`config.mk`:
```
export PLATFORM = sky130hd
export DESIGN_NAME = multi_key_press_classifier
export DESIGN_NICKNAME = d
export VERILOG_FILES = /design/src/mkpc_pkg.sv /design/src/mkpc_state_ram.sv /design/src/mkpc_engine.sv /design/src/multi_key_press_classifier.sv
export SDC_FILE = /design/constraint.sdc
export NUM_CORES = 1
export LEC_CHECK = 0
export ABC_CLOCK_PERIOD_IN_PS = 6200
export BUFFER_PORTS_ARGS = -buffer_cell sky130_fd_sc_hd__buf_4
export CELL_PAD_IN_SITES_DETAIL_PLACEMENT = 0
export CELL_PAD_IN_SITES_GLOBAL_PLACEMENT = 1
export CORE_ASPECT_RATIO = 0.9
export CORE_MARGIN = 2
export CORE_UTILIZATION = 30
export DETAILED_ROUTE_END_ITERATION = 6
export GPL_ROUTABILITY_DRIVEN = 0
export PLACE_DENSITY = 0.57
export SYNTH_ARGS = -nofsm -noshare
export SYNTH_HDL_FRONTEND = slang
export SYNTH_SLANG_ARGS = --single-unit
```
`constraint.sdc`:
```
create_clock -name clk_i -period 6.2 [get_ports clk_i]
set_clock_uncertainty 0.1 [all_clocks]
set_input_delay 1.24 -clock clk_i [delete_from_list [all_inputs] [get_ports clk_i]]
set_output_delay 1.24 -clock clk_i [all_outputs]
set_load 0.03 [all_outputs]
```
`src/mkpc_pkg.sv`:
```
`default_nettype none

package mkpc_pkg;

  // Key count, clamped to the eight keys that the pin field can carry
  localparam int NUM_KEYS  = 8;
  localparam int KEY_COUNT = (NUM_KEYS > 8) ? 8 : ((NUM_KEYS < 1) ? 1 : NUM_KEYS);
  localparam int KEY_W     = (KEY_COUNT > 1) ? $clog2(KEY_COUNT) : 1;
  localparam int CNT_W     = $clog2(KEY_COUNT + 1);

  // Field widths
  localparam int TS_W      = 32;
  localparam int PIN_W     = 8;
  localparam int KEY_IDX_W = 3;
  localparam int CFG_W     = 16;
  localparam int CFG_IDX_W = 8;
  localparam int IN_W      = 40;
  localparam int OUT_W     = 8;

  // Register indexes and reset values
  localparam logic [CFG_IDX_W-1:0] CFG_DEBOUNCE   = 8'd0;
  localparam logic [CFG_IDX_W-1:0] CFG_LONG_PRESS = 8'd1;
  localparam logic [CFG_W-1:0]     DEBOUNCE_RST   = 16'd20;
  localparam logic [CFG_W-1:0]     LONG_PRESS_RST = 16'd1000;

  typedef enum logic [1:0] {
    M_IDLE     = 2'd0,
    M_DEBOUNCE = 2'd1,
    M_PRESSED  = 2'd2,
    M_LONG     = 2'd3
  } mode_e;

  typedef enum logic [1:0] {
    EV_NONE  = 2'd0,
    EV_SHORT = 2'd1,
    EV_LONG  = 2'd2
  } event_e;

  // One memory entry per key
  typedef struct packed {
    mode_e            mode;
    logic [TS_W-1:0]  stamp;
    logic             valid;
  } key_state_t;

  localparam key_state_t KEY_RESET = '{mode: M_IDLE, stamp: '0, valid: 1'b0};

  typedef struct packed {
    logic [CFG_W-1:0] debounce;
    logic [CFG_W-1:0] long_press;
  } cfg_t;

  // State memory port requests from the engine
  typedef struct packed {
    logic             rd_en;
    logic [KEY_W-1:0] rd_addr;
    logic             wr_en;
    logic [KEY_W-1:0] wr_addr;
    key_state_t       wr_data;
  } ram_req_t;

  typedef struct packed {
    key_state_t st;
    event_e     ev;
  } key_upd_t;

  // Next state and event of one key for one scan tick
  function automatic key_upd_t key_update(key_state_t s, logic [TS_W-1:0] now, logic low,
                                          logic [CFG_W-1:0] deb, logic [CFG_W-1:0] lng);
    key_upd_t        r;
    logic [TS_W-1:0] elapsed;
    r       = '{st: s, ev: EV_NONE};
    elapsed = now - s.stamp;
    unique case (s.mode)
      M_IDLE: begin
        if (low) begin
          r.st.mode  = M_DEBOUNCE;
          r.st.stamp = now;
        end
      end
      M_DEBOUNCE: begin
        if (!low) begin
          r.st.mode = M_IDLE;
        end else if (elapsed >= {{(TS_W-CFG_W){1'b0}}, deb}) begin
          r.st.mode  = M_PRESSED;
          r.st.valid = 1'b1;
        end
      end
      M_PRESSED: begin
        if (!low) begin
          if (s.valid) begin
            r.ev       = EV_SHORT;
            r.st.valid = 1'b0;
          end
          r.st.mode = M_IDLE;
        end else if (elapsed >= {{(TS_W-CFG_W){1'b0}}, lng}) begin
          if (s.valid) begin
            r.ev       = EV_LONG;
            r.st.valid = 1'b0;
          end
          r.st.mode = M_LONG;
        end
      end
      default: begin
        if (!low) r.st.mode = M_IDLE;
      end
    endcase
    return r;
  endfunction

endpackage

`default_nettype wire

```
`src/mkpc_state_ram.sv`:
```
`default_nettype none

// Per-key state memory, one read and one write port, registered read data.
// Entries never written since reset read as the idle state.
module mkpc_state_ram (
  input  wire                        clk_i,
  input  wire                        rst_ni,
  input  wire mkpc_pkg::ram_req_t    req_i,
  output mkpc_pkg::key_state_t       rd_data_o
);

  mkpc_pkg::key_state_t                    mem [mkpc_pkg::KEY_COUNT];
  mkpc_pkg::key_state_t                    mem_rd_q;
  logic [mkpc_pkg::KEY_COUNT-1:0]          vld_q;
  logic                                    rd_vld_q;

  // Written flags, cleared at reset
  always_ff @(posedge clk_i or negedge rst_ni) begin
    if (!rst_ni) begin
      vld_q    <= '0;
      rd_vld_q <= 1'b0;
    end else begin
      if (req_i.wr_en) vld_q[req_i.wr_addr] <= 1'b1;
      if (req_i.rd_en) rd_vld_q <= vld_q[req_i.rd_addr];
    end
  end

  // Storage array
  always_ff @(posedge clk_i) begin
    if (req_i.wr_en) mem[req_i.wr_addr] <= req_i.wr_data;
    if (req_i.rd_en) mem_rd_q <= mem[req_i.rd_addr];
  end

  assign rd_data_o = rd_vld_q ? mem_rd_q : mkpc_pkg::KEY_RESET;

endmodule

`default_nettype wire

```
`src/mkpc_engine.sv`:
```
`default_nettype none

// Scan-tick sequencer: read-modify-write pass over all keys, then one
// result transfer per key.
module mkpc_engine (
  input  wire                          clk_i,
  input  wire                          rst_ni,
  input  wire mkpc_pkg::cfg_t          cfg_i,
  // tdata: timestamp_ms [31:0], pin_levels [39:32]
  input  wire                          s_axis_tvalid,
  output logic                         s_axis_tready,
  input  wire  [mkpc_pkg::IN_W-1:0]    s_axis_tdata,
  // tdata: key_index [2:0], key_event [4:3], key_held [5], any_held [6], pad [7]
  output logic                         m_axis_tvalid,
  input  wire                          m_axis_tready,
  output logic [mkpc_pkg::OUT_W-1:0]   m_axis_tdata,
  output logic                         m_axis_tlast,
  output mkpc_pkg::ram_req_t           ram_req_o,
  input  wire mkpc_pkg::key_state_t    ram_rd_i
);

  typedef enum logic [1:0] {
    S_IDLE = 2'd0,
    S_UPD  = 2'd1,
    S_EMIT = 2'd2
  } state_e;

  localparam logic [mkpc_pkg::CNT_W-1:0] ISS_END = mkpc_pkg::CNT_W'(mkpc_pkg::KEY_COUNT);
  localparam logic [mkpc_pkg::KEY_W-1:0] KEY_LAST =
    mkpc_pkg::KEY_W'(mkpc_pkg::KEY_COUNT - 1);

  state_e                              state_q;
  logic [mkpc_pkg::CNT_W-1:0]          iss_q;
  logic                                pend_q;
  logic [mkpc_pkg::KEY_W-1:0]          wb_q;
  logic [mkpc_pkg::KEY_W-1:0]          em_q;
  logic                                any_q;
  logic [mkpc_pkg::TS_W-1:0]           now_q;
  logic [mkpc_pkg::KEY_COUNT-1:0]      pins_q;
  mkpc_pkg::event_e                    ev_q [mkpc_pkg::KEY_COUNT];
  logic [mkpc_pkg::KEY_COUNT-1:0]      held_q;
  mkpc_pkg::key_upd_t                  upd;
  logic                                held_new;
  logic                                in_xfer;
  logic                                out_xfer;

  assign s_axis_tready = (state_q == S_IDLE);
  assign in_xfer       = s_axis_tvalid && s_axis_tready;
  assign m_axis_tvalid = (state_q == S_EMIT);
  assign out_xfer      = m_axis_tvalid && m_axis_tready;
  assign m_axis_tlast  = (em_q == KEY_LAST);
  assign m_axis_tdata  = {1'b0, any_q, held_q[em_q], ev_q[em_q],
                          (mkpc_pkg::KEY_IDX_W)'(em_q)};

  // Key update on the entry read last cycle, and memory requests
  always_comb begin
    upd      = mkpc_pkg::key_update(ram_rd_i, now_q, ~pins_q[wb_q],
                                    cfg_i.debounce, cfg_i.long_press);
    held_new = (upd.st.mode == mkpc_pkg::M_PRESSED) || (upd.st.mode == mkpc_pkg::M_LONG);
    ram_req_o         = '0;
    ram_req_o.wr_en   = (state_q == S_UPD) && pend_q;
    ram_req_o.wr_addr = wb_q;
    ram_req_o.wr_data = upd.st;
    if (state_q == S_IDLE) begin
      ram_req_o.rd_en   = s_axis_tvalid;
      ram_req_o.rd_addr = '0;
    end else if ((state_q == S_UPD) && (iss_q != ISS_END)) begin
      ram_req_o.rd_en   = 1'b1;
      ram_req_o.rd_addr = iss_q[mkpc_pkg::KEY_W-1:0];
    end
  end

  // Sequencer
  always_ff @(posedge clk_i or negedge rst_ni) begin
    if (!rst_ni) begin
      state_q <= S_IDLE;
      iss_q   <= '0;
      pend_q  <= 1'b0;
      wb_q    <= '0;
      em_q    <= '0;
      any_q   <= 1'b0;
    end else begin
      unique case (state_q)
        S_IDLE: begin
          if (in_xfer) begin
            state_q <= S_UPD;
            iss_q   <= mkpc_pkg::CNT_W'(1);
            pend_q  <= 1'b1;
            wb_q    <= '0;
            any_q   <= 1'b0;
          end
        end
        S_UPD: begin
          if (pend_q && held_new) any_q <= 1'b1;
          if (iss_q != ISS_END) begin
            wb_q  <= iss_q[mkpc_pkg::KEY_W-1:0];
            iss_q <= iss_q + mkpc_pkg::CNT_W'(1);
          end else begin
            pend_q  <= 1'b0;
            state_q <= S_EMIT;
            em_q    <= '0;
          end
        end
        S_EMIT: begin
          if (out_xfer) begin
            if (m_axis_tlast) state_q <= S_IDLE;
            else em_q <= em_q + mkpc_pkg::KEY_W'(1);
          end
        end
        default: state_q <= S_IDLE;
      endcase
    end
  end

  // Tick payload and per-key results
  always_ff @(posedge clk_i) begin
    if (in_xfer) begin
      now_q  <= s_axis_tdata[mkpc_pkg::TS_W-1:0];
      pins_q <= s_axis_tdata[mkpc_pkg::TS_W +: mkpc_pkg::KEY_COUNT];
    end
    if (ram_req_o.wr_en) begin
      ev_q[wb_q]   <= upd.ev;
      held_q[wb_q] <= held_new;
    end
  end

  // A read and the write-back never hit the same entry together
  a_no_rw_overlap: assert property (@(posedge clk_i) disable iff (!rst_ni)
    (ram_req_o.rd_en && ram_req_o.wr_en) |-> (ram_req_o.rd_addr != ram_req_o.wr_addr))
    else $error("state memory read and write on the same entry");

  // Each write-back follows a read issued the cycle before
  a_wr_after_rd: assert property (@(posedge clk_i) disable iff (!rst_ni)
    ram_req_o.wr_en |-> $past(ram_req_o.rd_en))
    else $error("write-back without a preceding read");

  // Results and new ticks never overlap
  a_no_overlap: assert property (@(posedge clk_i) disable iff (!rst_ni)
    !(m_axis_tvalid && s_axis_tready))
    else $error("tick accepted while results pending");

  // The final result of a tick frees the input side
  a_last_frees: assert property (@(posedge clk_i) disable iff (!rst_ni)
    (out_xfer && m_axis_tlast) |=> s_axis_tready)
    else $error("input not ready after final result");

endmodule

`default_nettype wire

```
`src/multi_key_press_classifier.sv`:
```
`default_nettype none

// Flow: a tick is taken, then each key in turn updates its memory entry
// in the state memory, then one result per key follows, one per cycle
// while the sink is ready. A new tick is taken only once the last result
// of the current tick has been transferred.
// Reset: asynchronous, active low; registers return to 20 / 1000 ms, all keys
// read as idle at once through per-entry written flags, no clearing pass.
module multi_key_press_classifier (
  input  wire                                clk_i,
  input  wire                                rst_ni,
  // Configuration write channel
  input  wire                                cfg_valid_i,
  output logic                               cfg_ready_o,
  input  wire  [mkpc_pkg::CFG_IDX_W-1:0]     cfg_index_i,
  input  wire  [mkpc_pkg::CFG_W-1:0]         cfg_data_i,
  // tdata: timestamp_ms [31:0], pin_levels [39:32]
  input  wire                                s_axis_tvalid,
  output logic                               s_axis_tready,
  input  wire  [mkpc_pkg::IN_W-1:0]          s_axis_tdata,
  // tdata: key_index [2:0], key_event [4:3], key_held [5], any_held [6], pad [7]
  output logic                               m_axis_tvalid,
  input  wire                                m_axis_tready,
  output logic [mkpc_pkg::OUT_W-1:0]         m_axis_tdata,
  output logic                               m_axis_tlast
);

  mkpc_pkg::cfg_t        cfg_q;
  mkpc_pkg::ram_req_t    ram_req;
  mkpc_pkg::key_state_t  ram_rd;

  assign cfg_ready_o = 1'b1;

  // Configuration registers; writes beyond the list are dropped
  always_ff @(posedge clk_i or negedge rst_ni) begin
    if (!rst_ni) begin
      cfg_q.debounce   <= mkpc_pkg::DEBOUNCE_RST;
      cfg_q.long_press <= mkpc_pkg::LONG_PRESS_RST;
    end else if (cfg_valid_i && cfg_ready_o) begin
      unique case (cfg_index_i)
        mkpc_pkg::CFG_DEBOUNCE:   cfg_q.debounce   <= cfg_data_i;
        mkpc_pkg::CFG_LONG_PRESS: cfg_q.long_press <= cfg_data_i;
        default: ;
      endcase
    end
  end

  mkpc_engine u_engine (
    .clk_i         (clk_i),
    .rst_ni        (rst_ni),
    .cfg_i         (cfg_q),
    .s_axis_tvalid (s_axis_tvalid),
    .s_axis_tready (s_axis_tready),
    .s_axis_tdata  (s_axis_tdata),
    .m_axis_tvalid (m_axis_tvalid),
    .m_axis_tready (m_axis_tready),
    .m_axis_tdata  (m_axis_tdata),
    .m_axis_tlast  (m_axis_tlast),
    .ram_req_o     (ram_req),
    .ram_rd_i      (ram_rd)
  );

  mkpc_state_ram u_state_ram (
    .clk_i     (clk_i),
    .rst_ni    (rst_ni),
    .req_i     (ram_req),
    .rd_data_o (ram_rd)
  );

endmodule

`default_nettype wire

```
# == Word level (Yosys, flattened, before mapping) ==
# Memory sizes are Yosys's and may differ from the RTL's. A register that Yosys moved wholly into a read port is not among the register bits.
# Index checks and enable logic that the tools add are counted.
# totals
ram_bits,296
word_cells,111
memories,2
output_inout_bits,12
register_bits,103
# mem_list
memory,depth,width,read_ports,rd_clocked_by_memory_dff,write_ports,line,source
u_state_ram.mem,8,35,1,1,1,mkpc_state_ram.sv:12,mkpc_pkg::key_state_t mem [mkpc_pkg::KEY_COUNT];
u_engine.ev_q,8,2,1,0,1,mkpc_engine.sv:40,mkpc_pkg::event_e ev_q [mkpc_pkg::KEY_COUNT];
# op_classes
mux,51
n_eq_ne,16
bitwise_logic,1
order_cmp,6
reduce_logical,19
n_addsub,3
# ops
operator,n
>= comparator 32 x 16 -> 1 bit,2
two-way mux 35 bit,1
two-way mux 34 bit,1
two-way mux 32 bit,1
subtractor 32 bit,1
two-way mux 2 bit,11
two-way mux 3 bit,7
two-way mux 4 bit,4
!= test 2 bit (second input constant),7
two-way mux 1 bit,13
less-than comparator 3 x 4 -> 1 bit (second input constant),3
one-hot mux 2 bit (3 select lines),2
one-hot mux 3 bit (2 select lines),2
binary-select mux 1 bit (select 3 bit),3
AND reduction 3 bit,3
bitwise mux 8 bit,1
equality test 2 bit (second input constant),4
equality test 8 x 1 -> 1 bit (second input constant),1
logical NOT 8 bit,1
bitwise OR 8 bit,1
one-hot mux 4 bit (2 select lines),1
AND reduction 4 bit,2
logical AND 1 bit,6
one-hot mux 1 bit (2 select lines),3
other kinds (11),15

# == Depth between registers and ports, before layout ==
# logic_depth
word_depth,11
ltp_mapped,20

# == By module ==
# Synthesis repeated with hierarchy kept, for this count alone.
# hier_totals
hier_cells,1331
hier_area_um2,20215.6
# by_module_without_submodules
mod,n_inst,cells_per_inst,area_each_um2
mkpc_state_ram,1,515,12209.2
mkpc_engine,1,742,6706.4
multi_key_press_classifier,1,74,1300.0

# == Worst setup path before layout ==
# Ideal clock, no wire load.
# synth_path
path_type,register to register
from,reg u_engine.state_q[0]
to,reg u_state_ram.vld_q[0] in the netlist's numbering
setup_ns,0.087
slack_ns,1.057
t_required_ns,6.013
path_buffers,0
synth_period_minus_slack_ns,5.143
stages_incl_launch_ff,5
arrival_ns,4.956
path_cell_list,dfrtp_1 nor2b_1 nand2_1 nor4_1 or2_2
# synth_via
elab_chain_len,2
# synth_rtl
element,line,source
start: declaration,mkpc_engine.sv:32,state_e state_q;
start signal: assignment,mkpc_engine.sv:76,state_q <= S_IDLE;
start signal: assignment,mkpc_engine.sv:86,state_q <= S_UPD;
start signal: assignment,mkpc_engine.sv:100,state_q <= S_EMIT;
equality test 2 x 1 -> 1 bit,mkpc_engine.sv:61,ram_req_o.wr_en = (state_q == S_UPD) && pend_q;
logical AND 1 bit,mkpc_engine.sv:61,
end signal: assignment,mkpc_state_ram.sv:20,vld_q <= '0;
end signal: indexed assignment,mkpc_state_ram.sv:23,if (req_i.wr_en) vld_q[req_i.wr_addr] <= 1'b1;
end: declaration,mkpc_state_ram.sv:14,logic [mkpc_pkg::KEY_COUNT-1:0] vld_q;
# No other way between the ends.
# A chain may end at the register's enable or synchronous reset.

==> out/results.ini <==
[yosys]
async_flop_share=0.1267
synthFlopType=edfxtp_1
synth.cell_area_mm2=0.01937
synth_warnings=0
synth_cells=1266
synth_fp_nets=1409
synth_cell_types=73
postSynthAreaPerCell_um2=15.30
synth_edf_count=379
ys_ff_latch=434
ys_seq_area_frac=0.6590

[clocking]
cts_buffer_depth=3
clk_pin_slew_ns=0.06
cts_tree=yes
holdBufCountCts=0
clock-sinks=434
clk_latency_ns=0.58
ctsRootBufferMaster=clkbuf_16
cts_htree_levels=2
cts_buffers=48
cts.repair.resized=0
cts_setup_buffers=0

[routing]
ant_nets=0
routedWlPerCell_um=21.11
vias=10840
wirelength_um=47460
drt_iter0_markers=721
drc=0
viasPerCell=4.823
first_pass_iters=7

[critical_path]
arrival_ns=5.37
r2r-start=u_state_ram.rd_vld_q
r2r_setup_slack_ns=1.00
r2r-end=u_state_ram.mem[3][34]
cp_num_cells=17
cp-end-kind=flop
reg2regPathDepth=17
slowest_delay_ns=0.53
path_cells=buf_4 -> nand2_1 -> ha_1 -> nor2b_1 -> o2111ai_1 -> a21oi_1 -> nor2_1 -> o21ai_0 -> xor2_1 -> ha_1 -> a2111o_1 -> nor3_1 -> nand2_1 -> o221ai_1 -> or4b_1 -> o21ai_0 -> a21oi_1
critPathTopFamily=compound AO/OA/AOI/OAI gates
crit_buf_inv=1
required_ns=6.37
critical_path_class=flop to flop
crit_path_top_delay_cell=or4b_1
worstPathMaxFanout=25
crit_path_start_kind=flop

[floorplanning]
start_util=0.3029
coreArea_mm2=0.06397
die_y_um=245.1
rows=88
ioPinCount=81
die_w_um=271.9
die_area_mm2=0.06664

[run]
max-cap-violations=0

[final_layout]
multi_input_area_mm2=0.006257
fillers=6066
seq_area_mm2=0.01277
final_cell_mix=edfxtp_1 (379), nand2_1 (138), buf_4 (95), o21ai_0 (87), mux4_2 (80)
final_common_cell=edfxtp_1
drive_gt1_frac=0.2448
nNetsFinal=1501
fin_area_mm2=0.02248
syn2layout_area_growth_pct=16.02
diodes=0

[global_routing]
grt_pass1_vias=11220
antenna_found_initial=0
grt_util_all_layers=0.1435
grt_max_degree=64
grt-ovfl-total=0
grt_pass1_wl_um=72080

[power_and_ir_drop]
p_per_area_mw_per_mm2=593.9
ir_drop_mv=0.3086
cellLeakagePower_uw=0.008013

[worst_hold_path]
hp-start=u_state_ram.vld_q[5]
hold_depth=1
hold_path.class=flop to flop
hold_end=u_state_ram.vld_q[5]

[status]
status=complete, no violations

[placement]
dpl_cell_area_mm2=0.02103
io_buffer_count=78
dpl.hpwl_um=29640

[timing]
slew_headroom=0.2591
fin_setup_tns_ns=0
finalCritPeriodShare=0.8384
rsz0062_at_grt=false
finalCriticalPeriod_ns=5.198
finalSetupViolations=0
finalHoldViolations=0
worstMarginPinSlew_ns=1.111
drv_slew=0
fmax_mhz=192.4

==> worst register-to-register path, stage by stage (launching register included) <==
cell       delay, ns
dfrtp_1         0.38
buf_4           0.31
nand2_1         0.13
ha_1            0.36
nor2b_1         0.21
o2111ai_1       0.20
a21oi_1         0.35
nor2_1          0.15
o21ai_0         0.23
xor2_1          0.23
ha_1            0.29
a2111o_1        0.40
nor3_1          0.18
nand2_1         0.08
o221ai_1        0.27
or4b_1          0.53
o21ai_0         0.26
a21oi_1         0.24
==> Yosys cell counts (3+ instances only) <==
master	count	share of area
nor4_1	5	0.0016
a21oi_2	3	0.0014
nor3_1	14	0.0036
nor2b_1	7	0.0023
nand2b_1	11	0.0036
edfxtp_1	379	0.59
mux4_2	80	0.093
or2_2	11	0.0036
ha_1	73	0.047
inv_1	54	0.010
nor3b_1	3	0.0012
and2_1	4	0.0013
xor2_1	9	0.0041
buf_1	8	0.0015
nor2_1	35	0.0068
nand3_1	12	0.0031
nand2_1	141	0.027
xnor2_1	13	0.0059
or3_1	5	0.0016
mux2i_1	4	0.0021
a21o_1	14	0.0054
nand4_1	16	0.0052
o21ai_0	87	0.022
o21a_1	5	0.0019
a2bb2oi_1	3	0.0014
clkbuf_1	40	0.0077
dfstp_2	8	0.011
buf_4	3	0.0012
a211oi_1	4	0.0015
dfrtp_1	47	0.061
a21oi_1	53	0.014
o211ai_1	6	0.0023
buf_2	3	0.00077
mux2_2	56	0.033
==> metrics by stage <==
stage / hold slack [ns] / util / total power [uW] / cells / setup slack [ns]
after floorplan: 0.3337 / - / 8969 / 1266 / 1.057
after global placement: 0.3462 / 0.3287 / 10720 / 2163 / 1.111
after detailed placement: 0.3478 / 0.3287 / 10820 / 2163 / 1.055
after CTS: 0.3678 / 0.3514 / 13540 / 2248 / 1.056
after global routing: 0.3737 / 0.3514 / 14260 / 2248 / 0.5791
final: 0.3668 / 0.3514 / 13350 / 2248 / 1.002
==> how the worst max path moves through the flow <==
stage                              start                endpoint  slack, ns
floorplan            u_engine.state_q[0]    u_state_ram.vld_q[0]       1.06
finish              u_state_ram.rd_vld_q  u_state_ram.mem[3][34]       1.00
CTS                 u_state_ram.rd_vld_q  u_state_ram.mem[3][34]       1.06
detailed placement  u_state_ram.rd_vld_q  u_state_ram.mem[5][34]       1.06
global route        u_state_ram.rd_vld_q  u_state_ram.mem[4][34]       0.58
global placement    u_state_ram.rd_vld_q      u_engine.held_q[2]       1.11
==> state kept, by name (all words and copies together), names as in the netlist, 2 cells and up <==
| name | flops |
|---|---|
| u_state_ram.mem | 280 |
| u_engine.pins_q | 8 |
| u_engine.ev_q | 16 |
| u_engine.now_q | 32 |
| u_engine.held_q | 8 |
| u_engine.wb_q | 3 |
| u_engine.em_q | 3 |
| u_engine.state_q | 2 |
| u_state_ram.vld_q | 8 |
| u_engine.iss_q | 4 |
| u_state_ram.mem_rd_q | 35 |
| cfg_q | 32 |
==> cell families after synthesis <==
| family | Yosys count | share of synthesized area |
|---|---|---|
| mux | 140 | 0.1276 |
| compound gates | 206 | 0.06510 |
| flops | 434 | 0.6590 |
| buf+inv | 108 | 0.02170 |
| xor+xnor | 22 | 0.009945 |
| fa+ha+maj | 74 | 0.04818 |
| simple gates | 280 | 0.06813 |
| other cells | 2 | 0.0003876 |
==> per-layer routing <==
layer  part of all wire  GRT usage  vias to the layer above  wire [um]
li1                   -          -                     5056          -
met1               0.49     0.2090                     5530      23220
met3              0.036    0.01976                       55       1704
met2               0.46     0.2252                      201      21670
met5                  0          0                        -          0
met4              0.018    0.03782                        0        872
==> power by group <==
group | switching, uW | leakage (uW) | internal (uW)
logic | 3500 | 0.00316 | 2160
registers | 276 | 0.00415 | 4760
clock network | 1140 | 0.000708 | 1510
==> area by class of cell <==
class,instances,share of cell area
clock buffer,63,0.05778
clock inverter,22,0.006624
inverter,54,0.009018
multi-input combinational,724,0.2784
sequential,434,0.5680
tap,855,0.04759
timing repair buffer,96,0.03262
Power figures use the tool's default switching activity.
